==> src/sv/gpp_pkg.sv <==
// Package for the gradient projection profile unit.
// Holds the item classification struct, register and kind codes, and the
// small arithmetic helpers used by the back part. No dependencies.
package gpp_pkg;

    localparam int MAX_WIDTH_DEF = 1024;
    localparam int QUEUE_DEPTH   = 4;
    localparam int SUM_W         = 18;
    localparam int IDX_W         = 10;
    localparam int PIX_W         = 8;
    localparam int CFG_W         = 11;
    localparam int HEIGHT_LIMIT  = 1024;

    localparam logic [SUM_W-1:0] SUM_MAX = '1;

    // Configuration register indexes
    localparam logic CFG_WIDTH  = 1'b0;
    localparam logic CFG_HEIGHT = 1'b1;

    // Result kinds
    localparam logic KIND_COL = 1'b0;
    localparam logic KIND_ROW = 1'b1;

    // Classification of one accepted pixel, made by the front part
    typedef struct packed {
        logic [PIX_W-1:0] pixel;
        logic [IDX_W-1:0] row;
        logic             first_col;  // pixel opens a row
        logic             row_term;   // adds a horizontal difference
        logic             col_term;   // adds a vertical difference
        logic             col_fresh;  // second row: column sum starts over
        logic             emit_row;   // row sum is complete
        logic             emit_col;   // column sum is complete
        logic             frame_end;  // pixel is in the last column with a column sum
    } t_cls;

    function automatic logic [PIX_W-1:0] absdiff(input logic [PIX_W-1:0] a,
                                                 input logic [PIX_W-1:0] b);
        return (a > b) ? a - b : b - a;
    endfunction

    function automatic logic [SUM_W-1:0] sat_add(input logic [SUM_W-1:0] a,
                                                 input logic [PIX_W-1:0] b);
        logic [SUM_W:0] s;
        s = {1'b0, a} + {{(SUM_W + 1 - PIX_W){1'b0}}, b};
        return s[SUM_W] ? SUM_MAX : s[SUM_W-1:0];
    endfunction

endpackage

==> src/sv/gpp_front.sv <==
// Front part: configuration registers, frame position counters and pixel
// classification. Depends on gpp_pkg.
module gpp_front #(
    parameter int MAX_WIDTH = gpp_pkg::MAX_WIDTH_DEF,
    localparam int XW       = $clog2(MAX_WIDTH)
) (
    input  logic                     i_clk,
    input  logic                     i_rst_n,
    input  logic                     i_cfg_we,
    input  logic                     i_cfg_index,
    input  logic [gpp_pkg::CFG_W-1:0] i_cfg_data,
    input  logic                     i_valid,
    output logic                     o_ready,
    input  logic [gpp_pkg::PIX_W-1:0] i_pixel,
    input  logic                     i_full,
    output logic                     o_push,
    output gpp_pkg::t_cls            o_cls,
    output logic [XW-1:0]            o_x
);
    import gpp_pkg::*;

    localparam int YW = IDX_W;

    logic [XW-1:0] r_x_last, n_x_last;
    logic [XW-1:0] r_x_pre, n_x_pre;
    logic [YW-1:0] r_y_last, n_y_last;
    logic [XW-1:0] r_x, n_x;
    logic [YW-1:0] r_y, n_y;
    logic          last_col;
    logic          last_row;
    logic          accept;

    // Clamp a width to its legal range and return its last column
    function automatic logic [XW-1:0] width_last(input logic [CFG_W-1:0] v);
        int w;
        w = int'(v);
        if (w < 2) w = 2;
        if (w > MAX_WIDTH) w = MAX_WIDTH;
        return XW'(w - 1);
    endfunction

    // Clamp a height to its legal range and return its last row
    function automatic logic [YW-1:0] height_last(input logic [CFG_W-1:0] v);
        int h;
        h = int'(v);
        if (h < 2) h = 2;
        if (h > HEIGHT_LIMIT) h = HEIGHT_LIMIT;
        return YW'(h - 1);
    endfunction

    assign accept   = i_valid && !i_full;
    assign o_ready  = !i_full;
    assign o_push   = accept;
    assign last_col = (r_x == r_x_last);
    assign last_row = (r_y == r_y_last);

    // Classify the pixel at the current position
    always_comb begin
        o_cls.pixel     = i_pixel;
        o_cls.row       = r_y;
        o_cls.first_col = (r_x == '0);
        o_cls.row_term  = (r_x != '0) && !last_row;
        o_cls.col_term  = (r_y != '0) && !last_col;
        o_cls.col_fresh = (r_y == YW'(1));
        o_cls.emit_row  = (r_x != '0) && !last_row && last_col;
        o_cls.emit_col  = (r_y != '0) && !last_col && last_row;
        o_cls.frame_end = (r_x == r_x_pre);
    end

    assign o_x = r_x;

    // Take register writes; a write restarts the frame
    always_comb begin
        n_x_last = r_x_last;
        n_x_pre  = r_x_pre;
        n_y_last = r_y_last;
        n_x      = r_x;
        n_y      = r_y;
        if (i_cfg_we) begin
            case (i_cfg_index)
                CFG_WIDTH: begin
                    n_x_last = width_last(i_cfg_data);
                    n_x_pre  = width_last(i_cfg_data) - XW'(1);
                end
                CFG_HEIGHT: n_y_last = height_last(i_cfg_data);
                default: ;
            endcase
            n_x = '0;
            n_y = '0;
        end else if (accept) begin
            // Advance in raster order
            if (last_col) begin
                n_x = '0;
                n_y = last_row ? '0 : r_y + YW'(1);
            end else begin
                n_x = r_x + XW'(1);
            end
        end
    end

    always_ff @(posedge i_clk) begin
        if (!i_rst_n) begin
            r_x_last <= width_last(CFG_W'(1024));
            r_x_pre  <= width_last(CFG_W'(1024)) - XW'(1);
            r_y_last <= height_last(CFG_W'(1024));
            r_x      <= '0;
            r_y      <= '0;
        end else begin
            r_x_last <= n_x_last;
            r_x_pre  <= n_x_pre;
            r_y_last <= n_y_last;
            r_x      <= n_x;
            r_y      <= n_y;
        end
    end

endmodule

==> config.mk <==
export PLATFORM = sky130hd
export DESIGN_NAME = gpp_front
export DESIGN_NICKNAME = d
export VERILOG_FILES = /design/src/sv/gpp_pkg.sv /design/src/sv/gpp_front.sv
export SDC_FILE = /design/constraint.sdc
export NUM_CORES = 1
export LEC_CHECK = 0
export BUFFER_PORTS_ARGS = -buffer_cell sky130_fd_sc_hd__buf_2
export CELL_PAD_IN_SITES_DETAIL_PLACEMENT = 0
export CELL_PAD_IN_SITES_GLOBAL_PLACEMENT = 2
export CORE_ASPECT_RATIO = 1.4
export CORE_MARGIN = 2
export CORE_UTILIZATION = 34
export CTS_CLUSTER_DIAMETER = 150
export DETAILED_ROUTE_END_ITERATION = 8
export GPL_ROUTABILITY_DRIVEN = 0
export PLACE_DENSITY = 0.92
export REMOVE_ABC_BUFFERS = 1
export SKIP_LAST_GASP = 1
export SYNTH_ARGS = -nofsm -noshare
export SYNTH_HDL_FRONTEND = slang
export SYNTH_SLANG_ARGS = --single-unit
==> constraint.sdc <==
create_clock -name i_clk -period 6.75 [get_ports i_clk]
set_input_delay 1.35 -clock i_clk [delete_from_list [all_inputs] [get_ports i_clk]]
set_output_delay 1.35 -clock i_clk [all_outputs]
set_load 0.05 [all_outputs]
==> flow_summary_export.csv <==
group,metric,value,unit
sta,slew_headroom,24.6,%
die,initial_core_util,35.1,%
drt,drcViolationCount,0,
die,num_rows,39,
clock_tree,cts_tree,"done",
sta,min_period_over_period,57.9,%
critical_path,critPathTopFamily,"simple AND/OR/NAND/NOR gates",
power_and_ir_drop,power_leakage,0.00137,uW
critical_path,path_class,"in2reg",
grt,grt_first_pass_wirelength,11600,um
clock_tree,clk_pin_slew,70,ps
placement,place_inst,470,
synthesis,async_flop_share,0,%
power_and_ir_drop,pwr-share-seq,48.4,%
synthesis,synth_area_leader_cell,"dfxtp_1",
clock_tree,cts_buffers,5,
drt,vias_per_cell,5.16,
grt,grt_max_degree,35,
grt,grt_pass1_vias,2328,
grt,use_met1,20.4,%
clock_tree,ctsHoldBuffers,0,
power_and_ir_drop,power_density,200,nW/um^2
synthesis,ys_top_cells_by_area,"dfxtp_1, xor2_1, xnor2_1",
die,core,8200,sq um
grt,grt_use_total,16.3,%
clock_tree,clock-root-buffer,"clkbuf_16",
synthesis,ys_types,41,
synthesis,synth-seq-cells,50,
sta,setup_tns,0,ps
drt,via_count,2466,
cells_and_area,drive_gt1_share,15.4,%
critical_path,cp.buffers_inverters,1,
power_and_ir_drop,p_sw,177,uW
synthesis,yosysSeqAreaShare,34.8,%
critical_path,worst_setup_path_end_kind,"flip-flop",
critical_path,crit_arrival,4150,ps
cells_and_area,diodes,0,
die,fp.dieH,113,um
grt,met2_usage,27.2,%
power_and_ir_drop,p_sw_share,27.1,%
die,pin_count,62,
critical_path,critPathSlowestCell,"or4_4",
synthesis,postSynthAreaPerCell,8.28,sq um
grt,overflow,0,
die,dieArea,9230,sq um
critical_path,path_cells,"buf_2, or4_4, or2_4, a21o_1, ha_1, nor4bb_1, o311a_1, nand3b_1, a211oi_2, mux2i_1, and3_1",
power_and_ir_drop,pwr-share-comb,12.1,%
outcome,outcome,"complete, no violations",
power_and_ir_drop,vdd_ir_drop_max,0.106,mV
cells_and_area,final_cell_count_no_fill,478,
power_and_ir_drop,power.share.clock,39.5,%
critical_path,crit_required,6990,ps
cells_and_area,layout.nets,407,
flow_run,maxCapViolations,0,
synthesis,synth_cells,348,
synthesis,synth_top_area_share,34.8,%
clock_tree,htreeDepth,2,
sta,timing.final.crit_period,3910,ps
critical_path,crit_path_start_kind,"input port",
clock_tree,ctsResizeCount,0,
min_path,hp-class,"reg2reg",
clock_tree,clock_latency,300,ps
clock_tree,cts_setup_buffers,0,
power_and_ir_drop,power,653,uW
drt,drtIter0Drc,114,
power_and_ir_drop,p_int,476,uW
cells_and_area,fillers,859,
synthesis,syn_area,2880,sq um
sta,clock.fmax,256,MHz
sta,setup_viol_count_final,0,
placement,place_hpwl,5360,um
die,die_w,81.8,um
drt,wirelength,7110,um
synthesis,synth-warning-count,0,
cells_and_area,multi_input_area,1730,sq um
critical_path,crit_fanout,5,
sta,rsz0062_at_grt,"no",
grt,grt-busiest-layer,"met2",
sta,worst_pin_slew,1130,ps
cells_and_area,seqCellArea,1000,sq um
critical_path,cpPeakStageDelay,560,ps
drt,antenna_left,0,
clock_tree,clockBufferDepth,2,
drt,wl_per_cell,14.9,um
clock_tree,clkSinkCount,50,
sta,slew_viol_final,0,
synthesis,synth_top_flop_cell,"dfxtp_1",
sta,finClkSkew,7.59,ps
drt,drtPass1Iterations,4,
grt,antenna_found_initial,0,
grt,use_met3,3.75,%
cells_and_area,syn2layout_area_growth,13.2,%
placement,io_buffers,45,
sta,finalHoldViolCount,0,
synthesis,synth_edf_count,0,
worst min-delay path, cell delays in order (launching register included):
cell and delay [ps]:
dfxtp_1 320, nand2_1 60, nand3_1 60
cell families after synthesis:
family / share of synthesized area, %
XOR/XNOR: 16.7
AO/OA/AOI/OAI: 11.6
flip-flops: 34.8
buffers and inverters: 5.34
AND/OR/NAND/NOR: 27.5
adder cells (fa/ha/maj): 3.04
multiplexers: 1.04
final timing paths:
kind | from | endpoint | slack [ps] | depth (start not counted)
worst max-delay path | i_cfg_data[6] | r_x_pre[9]$_SDFFE_PN1P_ | 2840 | 11
worst min-delay path | r_x_last[8]$_SDFFE_PN1P_ | r_x_last[8]$_SDFFE_PN1P_ | 500 | 2
worst max register to register | o_x[6]$_SDFFE_PP0P_ | r_y[9]$_SDFFE_PP0P_ | 4300 | 6
worst min register to register | r_x_last[8]$_SDFFE_PN1P_ | r_x_last[8]$_SDFFE_PN1P_ | 500 | 2
state kept, by name (all words and copies together) (netlist names):
name,flops
o_x,10
r_x_last,10
r_x_pre,10
r_y,10
r_y_last,10
power by group through the flow:
stage / registers [uW] / logic [uW] / clock network [uW]
floorplan: 321 / 53.2 / 0
global placement: 322 / 79.1 / 0
detailed placement: 323 / 79.4 / 0
CTS: 316 / 79.8 / 264
global route: 317 / 89.2 / 273
finish: 316 / 79.2 / 258
synthesized netlist by cell type, types with 4 or more instances:
library cell  count
a21oi_1           8
o211ai_1         19
and3_1           12
buf_4             8
inv_1             8
nor2_1           33
xor2_1           34
clkbuf_1         16
dfxtp_1          50
xnor2_1          21
ha_1              7
nand3_1           8
nand3b_1          6
nor2b_1          11
nand2_1          44
nor4_1            9
o21ai_0           4
nand4_1          10
per-stage QoR:
step	util (%)	hold WS, ps	area [sq um]	setup WS, ps
after global routing	39.8	516	3260	2610
after detailed placement	37.9	484	3110	2520
after CTS	39.8	494	3260	2830
final	39.8	495	3260	2840
after global placement	37.9	478	3110	2560
after floorplan	-	459	2760	1740
cells in the final DEF (no fill, tap or decap), types with 10 or more instances in the layout:
| cell type | Yosys | final |
|---|---|---|
| o211ai_1 | 19 | 19 |
| nand4_1 | 10 | 10 |
| xnor2_1 | 21 | 21 |
| nand2_1 | 44 | 44 |
| nor2_1 | 33 | 33 |
| dfxtp_1 | 50 | 50 |
| nor2b_1 | 11 | 11 |
| xor2_1 | 34 | 34 |
| and3_1 | 12 | 12 |
| buf_2 | 0 | 45 |
final cells by class:
| type | instances | area share [%] |
|---|---|---|
| multi-input combinational | 265 | 52.9 |
| clock buffer | 5 | 3.84 |
| tap | 102 | 3.92 |
| inverter | 8 | 0.921 |
| sequential | 50 | 30.7 |
| clock inverter | 3 | 0.768 |
| timing repair buffer | 45 | 6.91 |
routing by layer:
metal | wire length (um) | vias up
li1 | - | 1257
met1 | 3200 | 1150
met2 | 3550 | 52
met3 | 258 | 7
met4 | 100 | 0
met5 | 0 | -
Power figures use the tool's default switching activity.
