[src/sv/gpp_queue.sv]
// Short request queue between the front and back parts.
// Register-based FIFO with a registered fill count. No dependencies.
module gpp_queue #(
    parameter int WIDTH = 32,
    parameter int DEPTH = 4,
    localparam int PW   = (DEPTH > 1) ? $clog2(DEPTH) : 1,
    localparam int CW   = $clog2(DEPTH + 1)
) (
    input  logic             i_clk,
    input  logic             i_rst_n,
    input  logic             i_push,
    input  logic [WIDTH-1:0] i_data,
    output logic             o_full,
    input  logic             i_pop,
    output logic [WIDTH-1:0] o_data,
    output logic             o_empty
);

    logic [WIDTH-1:0] r_mem [DEPTH];
    logic [PW-1:0]    r_wptr, n_wptr;
    logic [PW-1:0]    r_rptr, n_rptr;
    logic [CW-1:0]    r_count, n_count;

    assign o_full  = (r_count == CW'(DEPTH));
    assign o_empty = (r_count == '0);
    assign o_data  = r_mem[r_rptr];

    // Move pointers and count
    always_comb begin
        n_wptr  = r_wptr;
        n_rptr  = r_rptr;
        n_count = r_count;
        if (i_push) begin
            n_wptr = (r_wptr == PW'(DEPTH - 1)) ? '0 : r_wptr + PW'(1);
        end
        if (i_pop) begin
            n_rptr = (r_rptr == PW'(DEPTH - 1)) ? '0 : r_rptr + PW'(1);
        end
        if (i_push && !i_pop) begin
            n_count = r_count + CW'(1);
        end else if (!i_push && i_pop) begin
            n_count = r_count - CW'(1);
        end
    end

    always_ff @(posedge i_clk) begin
        if (!i_rst_n) begin
            r_wptr  <= '0;
            r_rptr  <= '0;
            r_count <= '0;
        end else begin
            r_wptr  <= n_wptr;
            r_rptr  <= n_rptr;
            r_count <= n_count;
        end
    end

    // Store requests
    always_ff @(posedge i_clk) begin
        if (i_push) begin
            r_mem[r_wptr] <= i_data;
        end
    end

endmodule

[config.mk]
export PLATFORM = sky130hd
export DESIGN_NAME = gpp_queue
export DESIGN_NICKNAME = d
export VERILOG_FILES = /design/src/sv/gpp_queue.sv
export SDC_FILE = /design/constraint.sdc
export NUM_CORES = 1
export LEC_CHECK = 0
export ABC_AREA = 1
export BUFFER_PORTS_ARGS = -buffer_cell sky130_fd_sc_hd__buf_2
export CAP_MARGIN = 0
export CORE_ASPECT_RATIO = 1.75
export CORE_UTILIZATION = 57
export CTS_CLUSTER_DIAMETER = 200
export DETAILED_ROUTE_END_ITERATION = 10
export PLACE_DENSITY_LB_ADDON = 0.08
export SLEW_MARGIN = 25
export SYNTH_ARGS = -nofsm -noshare
export SYNTH_HDL_FRONTEND = slang
export SYNTH_SLANG_ARGS = --single-unit
[constraint.sdc]
create_clock -name i_clk -period 1.8 [get_ports i_clk]
set_input_delay 0.18 -clock i_clk [delete_from_list [all_inputs] [get_ports i_clk]]
set_output_delay 0.18 -clock i_clk [all_outputs]
set_load 0.05 [all_outputs]
==> metrics.txt, run 1 <==
HP Class=input port to flop; Routed WL=13400 µm; Seq/Total Area, Yosys=76.9%; Startpoint Class=flop; Leak Pwr=2.78 nW; final routed DRC violation total=0; placed cell count=554; Iter 0 DRT Violations=401; final core utilization=a little over four fifths; H-tree levels=4; failing checks=negative setup slack; fin area=0.00739 mm²; Power Density=approximately 1200 mW/mm²; Die X=74.4 µm; initial antenna violation count=0; Yosys warnings=0; Final Hold Fails=0; Syn Inst Count=368; Post-Place Cell Area=0.00579 mm²; Detail Route Antenna Nets=0; CTS sink cnt=137; crit path time final=1.88 ns; Placer Congestion=0.790; clock buffer depth=2; via/cell ratio=~5.8; RSZ-0062 raised after global routing=yes; root buf cell=clkbuf_16; PnR Total Power=9.12 mW; Synth Cell Area=around 0.0052 mm²; FF+latch count, synth=roughly 140; status=finished with violations; Final #Nets=548; Clock Latency Late Sink=0.41 ns; ratio of cells with drive above 1 in the final layout=about a third; Netlist cell types=21; Synth area leader=edfxtp_1; Slew headroom=78.0%; GRT Total Usage=28.5%; mux share of post-synthesis cell area=0%; Setup Viol. Count Final=1; vias in the first global route=between 3000 and 4000; first-pass GRT wire length=between 15000 and 20000 µm; syn_nets=just over 400; largest net degree at the start of global routing=27; Syn-to-layout area delta=41.2%; nature of the critical path endpoint=primary output; Synth Area in Adders=under 10%; Synth Area in XOR/XNOR=0.167%; Final Max Slew Viols=0; Tcrit/Tclk final=105%; Via Count=3701; CTS tree=built; internal reg-to-reg setup slack=0.49 ns; worst slew pin tran=0.327 ns; CTS buffer count=17; Arr. time, crit path=~1.7 ns; Die ar.=0.00959 mm²; largest family of logic cells by synthesized area=compound AO/OA/AOI/OAI gates; clock-pin transition on the worst setup and hold timing paths=about 0.060 ns; largest cells by area after synthesis=edfxtp_1, nor2_1, o22ai_1; ant diodes=0; Pre-Repair DR Iteration Count=5; clock skew=between 0.005 and 0.006 ns; post-synthesis compound-gate area fraction=between 10% and 20%; starting density of the core=59.6%; core area=0.00878 mm²; Synth top area share=73.4%; Die Ht=129 µm; global route overflow=0; Final Worst Setup Slack=-0.0827 ns; Data required, critical path=1.62 ns; row count=45; max cap viols=0; Fmax=531 MHz; num ports=70; Setup CP Type=flop to primary output; Crit Path Max Fanout=5; Finished Layout Cells=635; syn avg cell area=~14 µm²; wire per inst=around 21 µm; HPWL after DPL=6110 µm; Simple-Gate Fraction of Synth Area=6.33%; IO Port Bufs=69; maximum vdd drop=1240 µV
[cell usage after synthesis]
cell and n:
a21oi_1 3, buf_2 6, buf_4 3, buf_6 9
clkbuf_1 1, dfxtp_1 9, edfxtp_1 128, fa_1 1
ha_1 6, inv_1 14, inv_2 1, inv_8 1
nand2_1 8, nand3_1 1, nand4_1 1, nor2_1 72
nor3_1 4, o21ai_0 39, o21ai_1 28, o22ai_1 32
xor2_1 1
[cell usage in the layout, fill, tap and decap left out, types with 18 or more instances in the layout]
cell type      Yosys  layout
buf_4              3      34
dlygate4sd3_1      0      31
o21ai_0           39      27
nor2_2             0      18
o22ai_1           32      19
nor2_1            72      51
buf_2              6      37
edfxtp_1         128     128
clkbuf_16          0      19
o21ai_1           28      34
[metrics by stage]
stage	setup WS [ns]	hold WS, ns	setup TNS (ns)
global route	-0.120	0.00570	-0.530
CTS	-0.0193	0.00595	-0.0281
finish	-0.0827	0.0192	-0.0827
detailed placement	0.282	0.397	0
floorplan	0.163	0.279	0
global placement	0.286	0.390	0
[sequential cells by signal, summed over array words and instances (netlist names), named ones only]
register and flops:
r_mem 128, r_wptr 2, r_count 3, r_rptr 2
[report_power, final]
part	switching (mW)	internal [mW]
registers	0.0647	3.64
clock network	1.33	2.60
logic	0.947	0.540
[layout make-up]
class | instances | area, µm²
timing repair buffer | 133 | 1270
fill | 460 | 1390
timing repair inverter | 4 | 40.0
tap | 117 | 146
multi-input combinational | 196 | 1160
clock buffer | 17 | 425
inverter | 16 | 75.1
clock inverter | 15 | 249
sequential | 137 | 4030
[worst max-delay path: stages, from the launching register on]
cell and delay [ns]:
dfxtp_4 0.36, buf_12 0.15, buf_4 0.14, o21ai_0 0.30
o22ai_2 0.16, buf_6 0.18
[timing repair]
| action | CTS | global route |
|---|---|---|
| gates cloned | 8 | 3 |
| endpoints found under the setup margin | 32 | 32 |
| pin swaps | 10 | 19 |
| hold endpoints to repair | 116 | 2 |
| setup buffers | 9 | 0 |
| hold buffers | 30 | 1 |
| resized for setup | 66 | 54 |
[worst paths after layout]
kind	cells past startpoint	from	end
min reg2reg	2	r_wptr[1]$_SDFFE_PN0P_	r_wptr[1]$_SDFFE_PN0P_
max	5	flop	o_data[24]
min	1	i_data[10]	r_mem[0][10]$_DFFE_PP_
max reg2reg	4	r_wptr[0]$_SDFFE_PN0P_	r_mem[3][31]$_DFFE_PP_
[layer usage]
layer,global-route usage [%],routed length [µm]
met5,0,0
met4,15.8,434
met3,7.20,772
met2,48.5,7360
met1,31.7,4830
[logic make-up (layout without fill, tap and decap cells)]
| kind of cell | Yosys count | in the layout |
|---|---|---|
| XOR/XNOR | 1 | 1 |
| AND/OR/NAND/NOR | 86 | 86 |
| adder cells (fa/ha/maj) | 7 | 7 |
| flip-flops | 137 | 137 |
| AO/OA/AOI/OAI | 102 | 102 |
| buffers and inverters | 35 | 185 |
No activity file was read; power rests on OpenSTA's default activity.
==> run 2: changes to the inputs <==
--- a/config.mk
+++ b/config.mk
@@ -9,7 +9,7 @@
 export BUFFER_PORTS_ARGS = -buffer_cell sky130_fd_sc_hd__buf_2
 export CAP_MARGIN = 0
 export CORE_ASPECT_RATIO = 1.75
-export CORE_UTILIZATION = 57
+export CORE_UTILIZATION = 61
 export CTS_CLUSTER_DIAMETER = 200
 export DETAILED_ROUTE_END_ITERATION = 10
 export PLACE_DENSITY_LB_ADDON = 0.08
==> constraint.sdc (replaced) <==
create_clock -name i_clk -period 2.2 [get_ports i_clk]
set_input_delay 0.22 -clock i_clk [delete_from_list [all_inputs] [get_ports i_clk]]
set_output_delay 0.22 -clock i_clk [all_outputs]
set_load 0.05 [all_outputs]
==> run 2 against run 1 <==
  * Sequential power decreased by 18%
  * Final area fell by 15%
  * Count of clock-buffer cells in the layout stayed put
  * The run now ends clean
==> metrics.txt, run 2 (same netlist as run 1, synthesis figures left out) <==
Final Worst Setup Slack=0.115 ns (was -0.0827 ns); GRT Total Usage=24.2% (was 28.5%); setup_tns=0 ns (was -0.0827 ns); internal reg-to-reg setup slack=0.71 ns (was 0.49 ns); initial antenna violation count=0 (unchanged); clock skew=0.00681 ns (was 0.00544 ns); Crit Path Max Fanout=14 (was 5); status=complete, no violations (was finished with violations); Syn-to-layout area delta=19.8% (was 41.2%); wire per inst=17.2 µm (was 21.1 µm); Final Max Slew Viols=0 (unchanged); Startpoint Class=flop (unchanged); root buf cell=clkbuf_16 (unchanged); max cap viols=0 (unchanged); Gates resized, CTS repair=0 (was 66); worst reg2reg path startpoint=r_wptr[1]$_SDFFE_PN0P_ (was r_wptr[0]$_SDFFE_PN0P_); Leak Pwr=2.33 nW (was 2.78 nW); Post-Place Cell Area=0.00568 mm² (was 0.00579 mm²); RR Endpoint=r_mem[1][3]$_DFFE_PP_ (was r_mem[3][31]$_DFFE_PP_); Power Density=1070 mW/mm² (was 1230 mW/mm²); Arr. time, crit path=1.86 ns (was 1.70 ns); final core utilization=75.4% (was 84.2%); hold depth=1 (unchanged); RSZ-0062 raised after global routing=no (was yes); via/cell ratio=5.51 (was 5.83); vias in the first global route=3270 (was 3812); IO Port Bufs=69 (unchanged); crit path time final=2.08 ns; r2r worst-path depth=5 (was 4); worst slew pin tran=0.503 ns (was 0.327 ns); ratio of cells with drive above 1 in the final layout=23.4% (was 35.1%); Via Count=3175 (was 3701); H-tree levels=4 (unchanged); Clock Latency Late Sink=0.41 ns (about the same); largest net degree at the start of global routing=65 (was 27); Worst Hold Launch=i_data[23] (was i_data[10]); pre-CTS setup slack=0.598 ns (was 0.282 ns); fin area=0.00627 mm² (was 0.00739 mm²); Detail Route Antenna Nets=0 (unchanged); commonest non-fill, non-tap cell in the layout=edfxtp_1 (unchanged); Data required, critical path=1.98 ns (was 1.62 ns); CTS buffer count=17 (unchanged); Iter 0 DRT Violations=264 (was 401); Die Ht=125 µm (was 129 µm); clock buffer depth=2 (unchanged); starting density of the core=63.0% (was 59.6%); HPWL after DPL=5650 µm (was 6110 µm); HP Class=input port to flop (unchanged); Routed WL=9920 µm (was 13400 µm); Fmax=480 MHz; worst hold endpoint=r_mem[1][23]$_DFFE_PP_ (was r_mem[0][10]$_DFFE_PP_); nature of the critical path endpoint=primary output (unchanged); global route overflow=0 (unchanged); fill cell count=516 (was 460); first-pass GRT wire length=15600 µm (was 19000 µm); Die ar.=0.00897 mm² (was 0.00959 mm²); CTS tree=built (unchanged); final routed DRC violation total=0 (unchanged); placed cell count=545 (was 554); Die X=72.0 µm (was 74.4 µm); num ports=70 (unchanged); Largest register FFs=128 (unchanged); Most flops, register=r_mem (unchanged); Finished Layout Cells=576 (was 635); postcts setup bufs=0 (was 9); Placer Congestion=0.736 (was 0.790); Tcrit/Tclk final=between 90% and 100%; Top Registers=r_mem x128, r_count x3 (unchanged); Final #Nets=492 (was 548); CTS sink cnt=137 (unchanged); clock-pin transition on the worst setup and hold timing paths=0.05 ns (was 0.06 ns); ant diodes=0 (unchanged); Final Hold Fails=0 (unchanged); Setup CP Type=flop to primary output (unchanged); Pre-Repair DR Iteration Count=5 (unchanged); row count=44 (was 45); core area=0.00831 mm² (was 0.00878 mm²); commonest cells after routing, fill and taps aside=edfxtp_1, nor2_1, buf_2 (unchanged); Slew headroom=66.5% (was 78.0%); CTS Hold Bufs=0 (was 30); Setup Viol. Count Final=0 (was 1); maximum vdd drop=805 µV (was 1240 µV)
run 2: cell count changes in the layout (fill, tap and decap cells not counted), moves of 7 or more:
cell / before / now
o21ai_0: 27 / 39
buf_2: 37 / 69
o22ai_2: 13 / 0
nor2_1: 51 / 72
clkinv_1: 0 / 7
buf_6: 14 / 0
dlygate4sd3_1: 31 / 0
buf_4: 34 / 10
o22ai_1: 19 / 32
buf_12: 9 / 2
nor2_2: 18 / 0
run 2: worst max path at each step:
stage / to / cells past startpoint
final: o_data[28] / 4
after global routing: o_data[26] / 4
after CTS: o_data[28] / 4
after detailed placement: o_data[26] / 4
after global placement: o_data[30] / 4
after floorplan: o_data[0] / 5
run 2: metrics by stage:
step	total power, mW	hold slack (ns)
CTS	6.72	0.00475
floorplan	3.71	0.319
global placement	3.92	0.429
detailed placement	3.94	0.437
finish	6.68	0.0199
global route	6.88	0.00990
run 2: metal layers:
| layer | up-vias | track usage [%] | routed length [µm] |
|---|---|---|---|
| met3 | 12 | 7.61 | 500 |
| met4 | 0 | 12.8 | 152 |
| met2 | 108 | 40.4 | 5550 |
| met5 | - | 0 | 0 |
| li1 | 1528 | - | - |
| met1 | 1527 | 27.2 | 3720 |
run 2: critical path, cell delays in order (launching register included):
cell and delay, ns:
dfxtp_2 0.51, buf_4 0.26, o21ai_0 0.15, o22ai_1 0.24, buf_2 0.30
run 2: where the power goes:
part / leakage (nW) / total [mW] / switching [mW] / internal [mW]
Sequential: 1.25 / 3.02 / 0.0442 / 2.98
Combinational: 0.787 / 0.868 / 0.658 / 0.210
Clock: 0.289 / 2.79 / 0.944 / 1.85
run 2: final cells by class:
cell class	count	area (µm²)	area share, %
multi-input combinational	196	986	15.7
tap	115	144	2.29
clock inverter	14	161	2.57
clock buffer	17	425	6.79
timing repair buffer	81	460	7.34
inverter	16	67.6	1.08
sequential	137	4030	64.2
==> run 3: changes to the inputs <==
--- a/config.mk
+++ b/config.mk
@@ -5,14 +5,13 @@
 export SDC_FILE = /design/constraint.sdc
 export NUM_CORES = 1
 export LEC_CHECK = 0
-export ABC_AREA = 1
 export BUFFER_PORTS_ARGS = -buffer_cell sky130_fd_sc_hd__buf_2
 export CAP_MARGIN = 0
 export CORE_ASPECT_RATIO = 1.75
 export CORE_UTILIZATION = 61
 export CTS_CLUSTER_DIAMETER = 200
 export DETAILED_ROUTE_END_ITERATION = 10
-export PLACE_DENSITY_LB_ADDON = 0.08
+export PLACE_DENSITY_LB_ADDON = 0.2
 export SLEW_MARGIN = 25
 export SYNTH_ARGS = -nofsm -noshare
 export SYNTH_HDL_FRONTEND = slang
==> run 3 against run 2 <==
  * Sequential power is essentially flat
  * Wire length fell by 14%
  * Final area down 1.6%
  * Synthesized cell count fell by 43%
  * Critical path type unchanged
  * Combinational power is 9.2% lower
  * Core utilization grew 1.5 points
  * First-iteration DRC count is 43% lower
  * Hold slack improved by 0.010 ns
  * The run now ends with design-rule violations left
  * Total power is 2.4% lower
  * Count of clock-buffer cells in the layout rose by 3
  * Synthesized area decreased by 2.3%
==> metrics.txt, run 3 <==
Synth top area share=75.1% (was 73.4%); Most flops, register=r_mem (unchanged); syn avg cell area=24.2 µm² (was 14.2 µm²); global route overflow=0 (unchanged); max cap viols=0 (unchanged); CTS tree=built (unchanged); Routed WL=8490 µm (was 9920 µm); postcts setup bufs=0 (unchanged); Leak Pwr=2.17 nW (was 2.33 nW); Fmax=482 MHz (was 480 MHz); HP Class=input port to flop (unchanged); clock buffer depth=2 (unchanged); starting density of the core=63.8% (was 63.0%); status=finished with violations (was complete, no violations); Final Max Slew Viols=0 (unchanged); Data required, critical path=1.98 ns (about the same); Synth Cell Area=0.00512 mm² (was 0.00524 mm²); Yosys warnings=0 (unchanged); Tcrit/Tclk final=94.4% (was 94.8%); Worst Hold Launch=i_data[27] (was i_data[23]); Iter 0 DRT Violations=150 (was 264); HPWL after DPL=5030 µm (was 5650 µm); ant diodes=0 (unchanged); Placer Congestion=0.666 (was 0.736); placed cell count=372 (was 545); Synth area leader=edfxtp_1 (unchanged); commonest non-fill, non-tap cell in the layout=edfxtp_1 (unchanged); syn_nets=254 (was 411); worst reg2reg path startpoint=r_wptr[0]$_SDFFE_PN0P_ (was r_wptr[1]$_SDFFE_PN0P_); Async SR Flop Fraction=0% (unchanged); ratio of cells with drive above 1 in the final layout=43.6% (was 23.4%); wire per inst=21.0 µm (was 17.2 µm); maximum vdd drop=767 µV (was 805 µV); nature of the critical path endpoint=primary output (unchanged); initial antenna violation count=0 (unchanged); Largest register FFs=128 (unchanged); CTS buffer count=17 (unchanged); Gates resized, CTS repair=0 (unchanged); largest net degree at the start of global routing=33 (was 65); Via Count=2378 (was 3175); Slew headroom=69.0% (was 66.5%); Startpoint Class=flop (unchanged); Clock Latency Late Sink=0.40 ns (was 0.41 ns); Setup CP Type=flop to primary output (unchanged); count leader, synth=edfxtp_1 (unchanged); Top Registers=r_mem x128, r_count x3 (unchanged); first-pass GRT wire length=13000 µm (was 15600 µm); Primary FF master, synth=edfxtp_1 (unchanged); vias in the first global route=2480 (was 3270); Power Density=1060 mW/mm² (was 1070 mW/mm²); fill cell count=427 (was 516); GRT Total Usage=21.7% (was 24.2%); clock skew=0.00839 ns (was 0.00681 ns); root buf cell=clkbuf_16 (unchanged); Finished Layout Cells=404 (was 576); largest cells by area after synthesis=edfxtp_1, mux4_2, dfxtp_1 (was edfxtp_1, nor2_1, o22ai_1); via/cell ratio=5.89 (was 5.51); FF+latch count, synth=137 (unchanged); crit path time final=2.08 ns (about the same); row count=43 (was 44); final routed DRC violation total=3 (was 0); Die ar.=0.00877 mm² (was 0.00897 mm²); num ports=70 (unchanged); Final #Nets=344 (was 492); Seq/Total Area, Yosys=78.7% (was 76.9%); Die X=71.2 µm (was 72.0 µm); setup_tns=0 ns (unchanged); Crit Path Max Fanout=32 (was 14); core area=0.00802 mm² (was 0.00831 mm²); internal reg-to-reg setup slack=0.58 ns (was 0.71 ns); clock-pin transition on the worst setup and hold timing paths=0.06 ns (was 0.05 ns); CTS Hold Bufs=0 (unchanged); Die Ht=123 µm (was 125 µm); H-tree levels=4 (unchanged); failing checks=design-rule violations; IO Port Bufs=69 (unchanged); worst slew pin tran=0.466 ns (was 0.503 ns); Post-synth EDFFs=128 (unchanged); Detail Route Antenna Nets=0 (unchanged); Setup Viol. Count Final=0 (unchanged); Pre-Repair DR Iteration Count=7 (was 5); RSZ-0062 raised after global routing=no (unchanged); commonest cells after routing, fill and taps aside=edfxtp_1, buf_2, mux4_2 (was edfxtp_1, nor2_1, buf_2); Syn-to-layout area delta=20.5% (was 19.8%); Final Hold Fails=0 (unchanged); Arr. time, crit path=1.86 ns (about the same); Netlist cell types=22 (was 21); Syn Inst Count=211 (was 368); CTS sink cnt=137 (unchanged); top cells by count, synth=edfxtp_1, mux4_2, dfxtp_1 (was edfxtp_1, nor2_1, o21ai_0)
## run 3: layout make-up
type / instances / area [µm²] / area share, %
Sequential cell: 137 / 4030 / 65.3
Multi-Input combinational cell: 63 / 996 / 16.1
Timing Repair Buffer: 78 / 450 / 7.30
Clock buffer: 20 / 437 / 7.08
Clock inverter: 12 / 131 / 2.13
Tap cell: 90 / 113 / 1.83
Inverter: 4 / 15.0 / 0.243
## run 3: worst max-delay path: stages (launching register included)
cell and delay, ns:
dfxtp_2 0.34, buf_12 0.26, mux4_1 0.61, buf_2 0.23
## run 3: path summary, 6_finish.rpt
kind                              to  depth (start not counted)
max                       o_data[12]                          3
max reg2reg   r_mem[3][11]$_DFFE_PP_                          3
min           r_mem[3][27]$_DFFE_PP_                          1
min reg2reg  r_count[2]$_SDFFE_PN0P_                          2
## run 3: cell families after synthesis
group,share of synthesized area (%)
flip-flops,78.7
multiplexers,15.0
AND/OR/NAND/NOR,1.76
buffers and inverters,1.98
adder cells (fa/ha/maj),1.86
AO/OA/AOI/OAI,0.391
XOR/XNOR,0.342
## run 3: stage by stage
stage	power (mW)	hold WS, ns	setup slack [ns]	utilization [%]	instance area [µm²]
after floorplan	3.66	0.319	0.467	-	5120
after CTS	6.57	0.0108	0.0770	76.9	6170
after global placement	3.85	0.431	0.536	69.8	5600
after detailed placement	3.86	0.436	0.441	69.8	5600
after global routing	6.71	0.0124	0.0318	76.9	6170
final	6.52	0.0302	0.123	76.9	6170
## run 3: report_power, final
group | internal (mW) | switching (mW) | total, mW
combinational | 0.250 | 0.538 | 0.788
clock | 1.75 | 0.954 | 2.71
sequential | 2.98 | 0.0428 | 3.03
## run 3: metal layers
| metal | track usage, % | routed length (µm) | vias to the layer above |
|---|---|---|---|
| li1 | - | - | 1066 |
| met2 | 36.2 | 4680 | 73 |
| met4 | 9.63 | 91 | 0 |
| met5 | 0 | 0 | - |
| met1 | 26.0 | 3340 | 1231 |
| met3 | 6.68 | 382 | 8 |
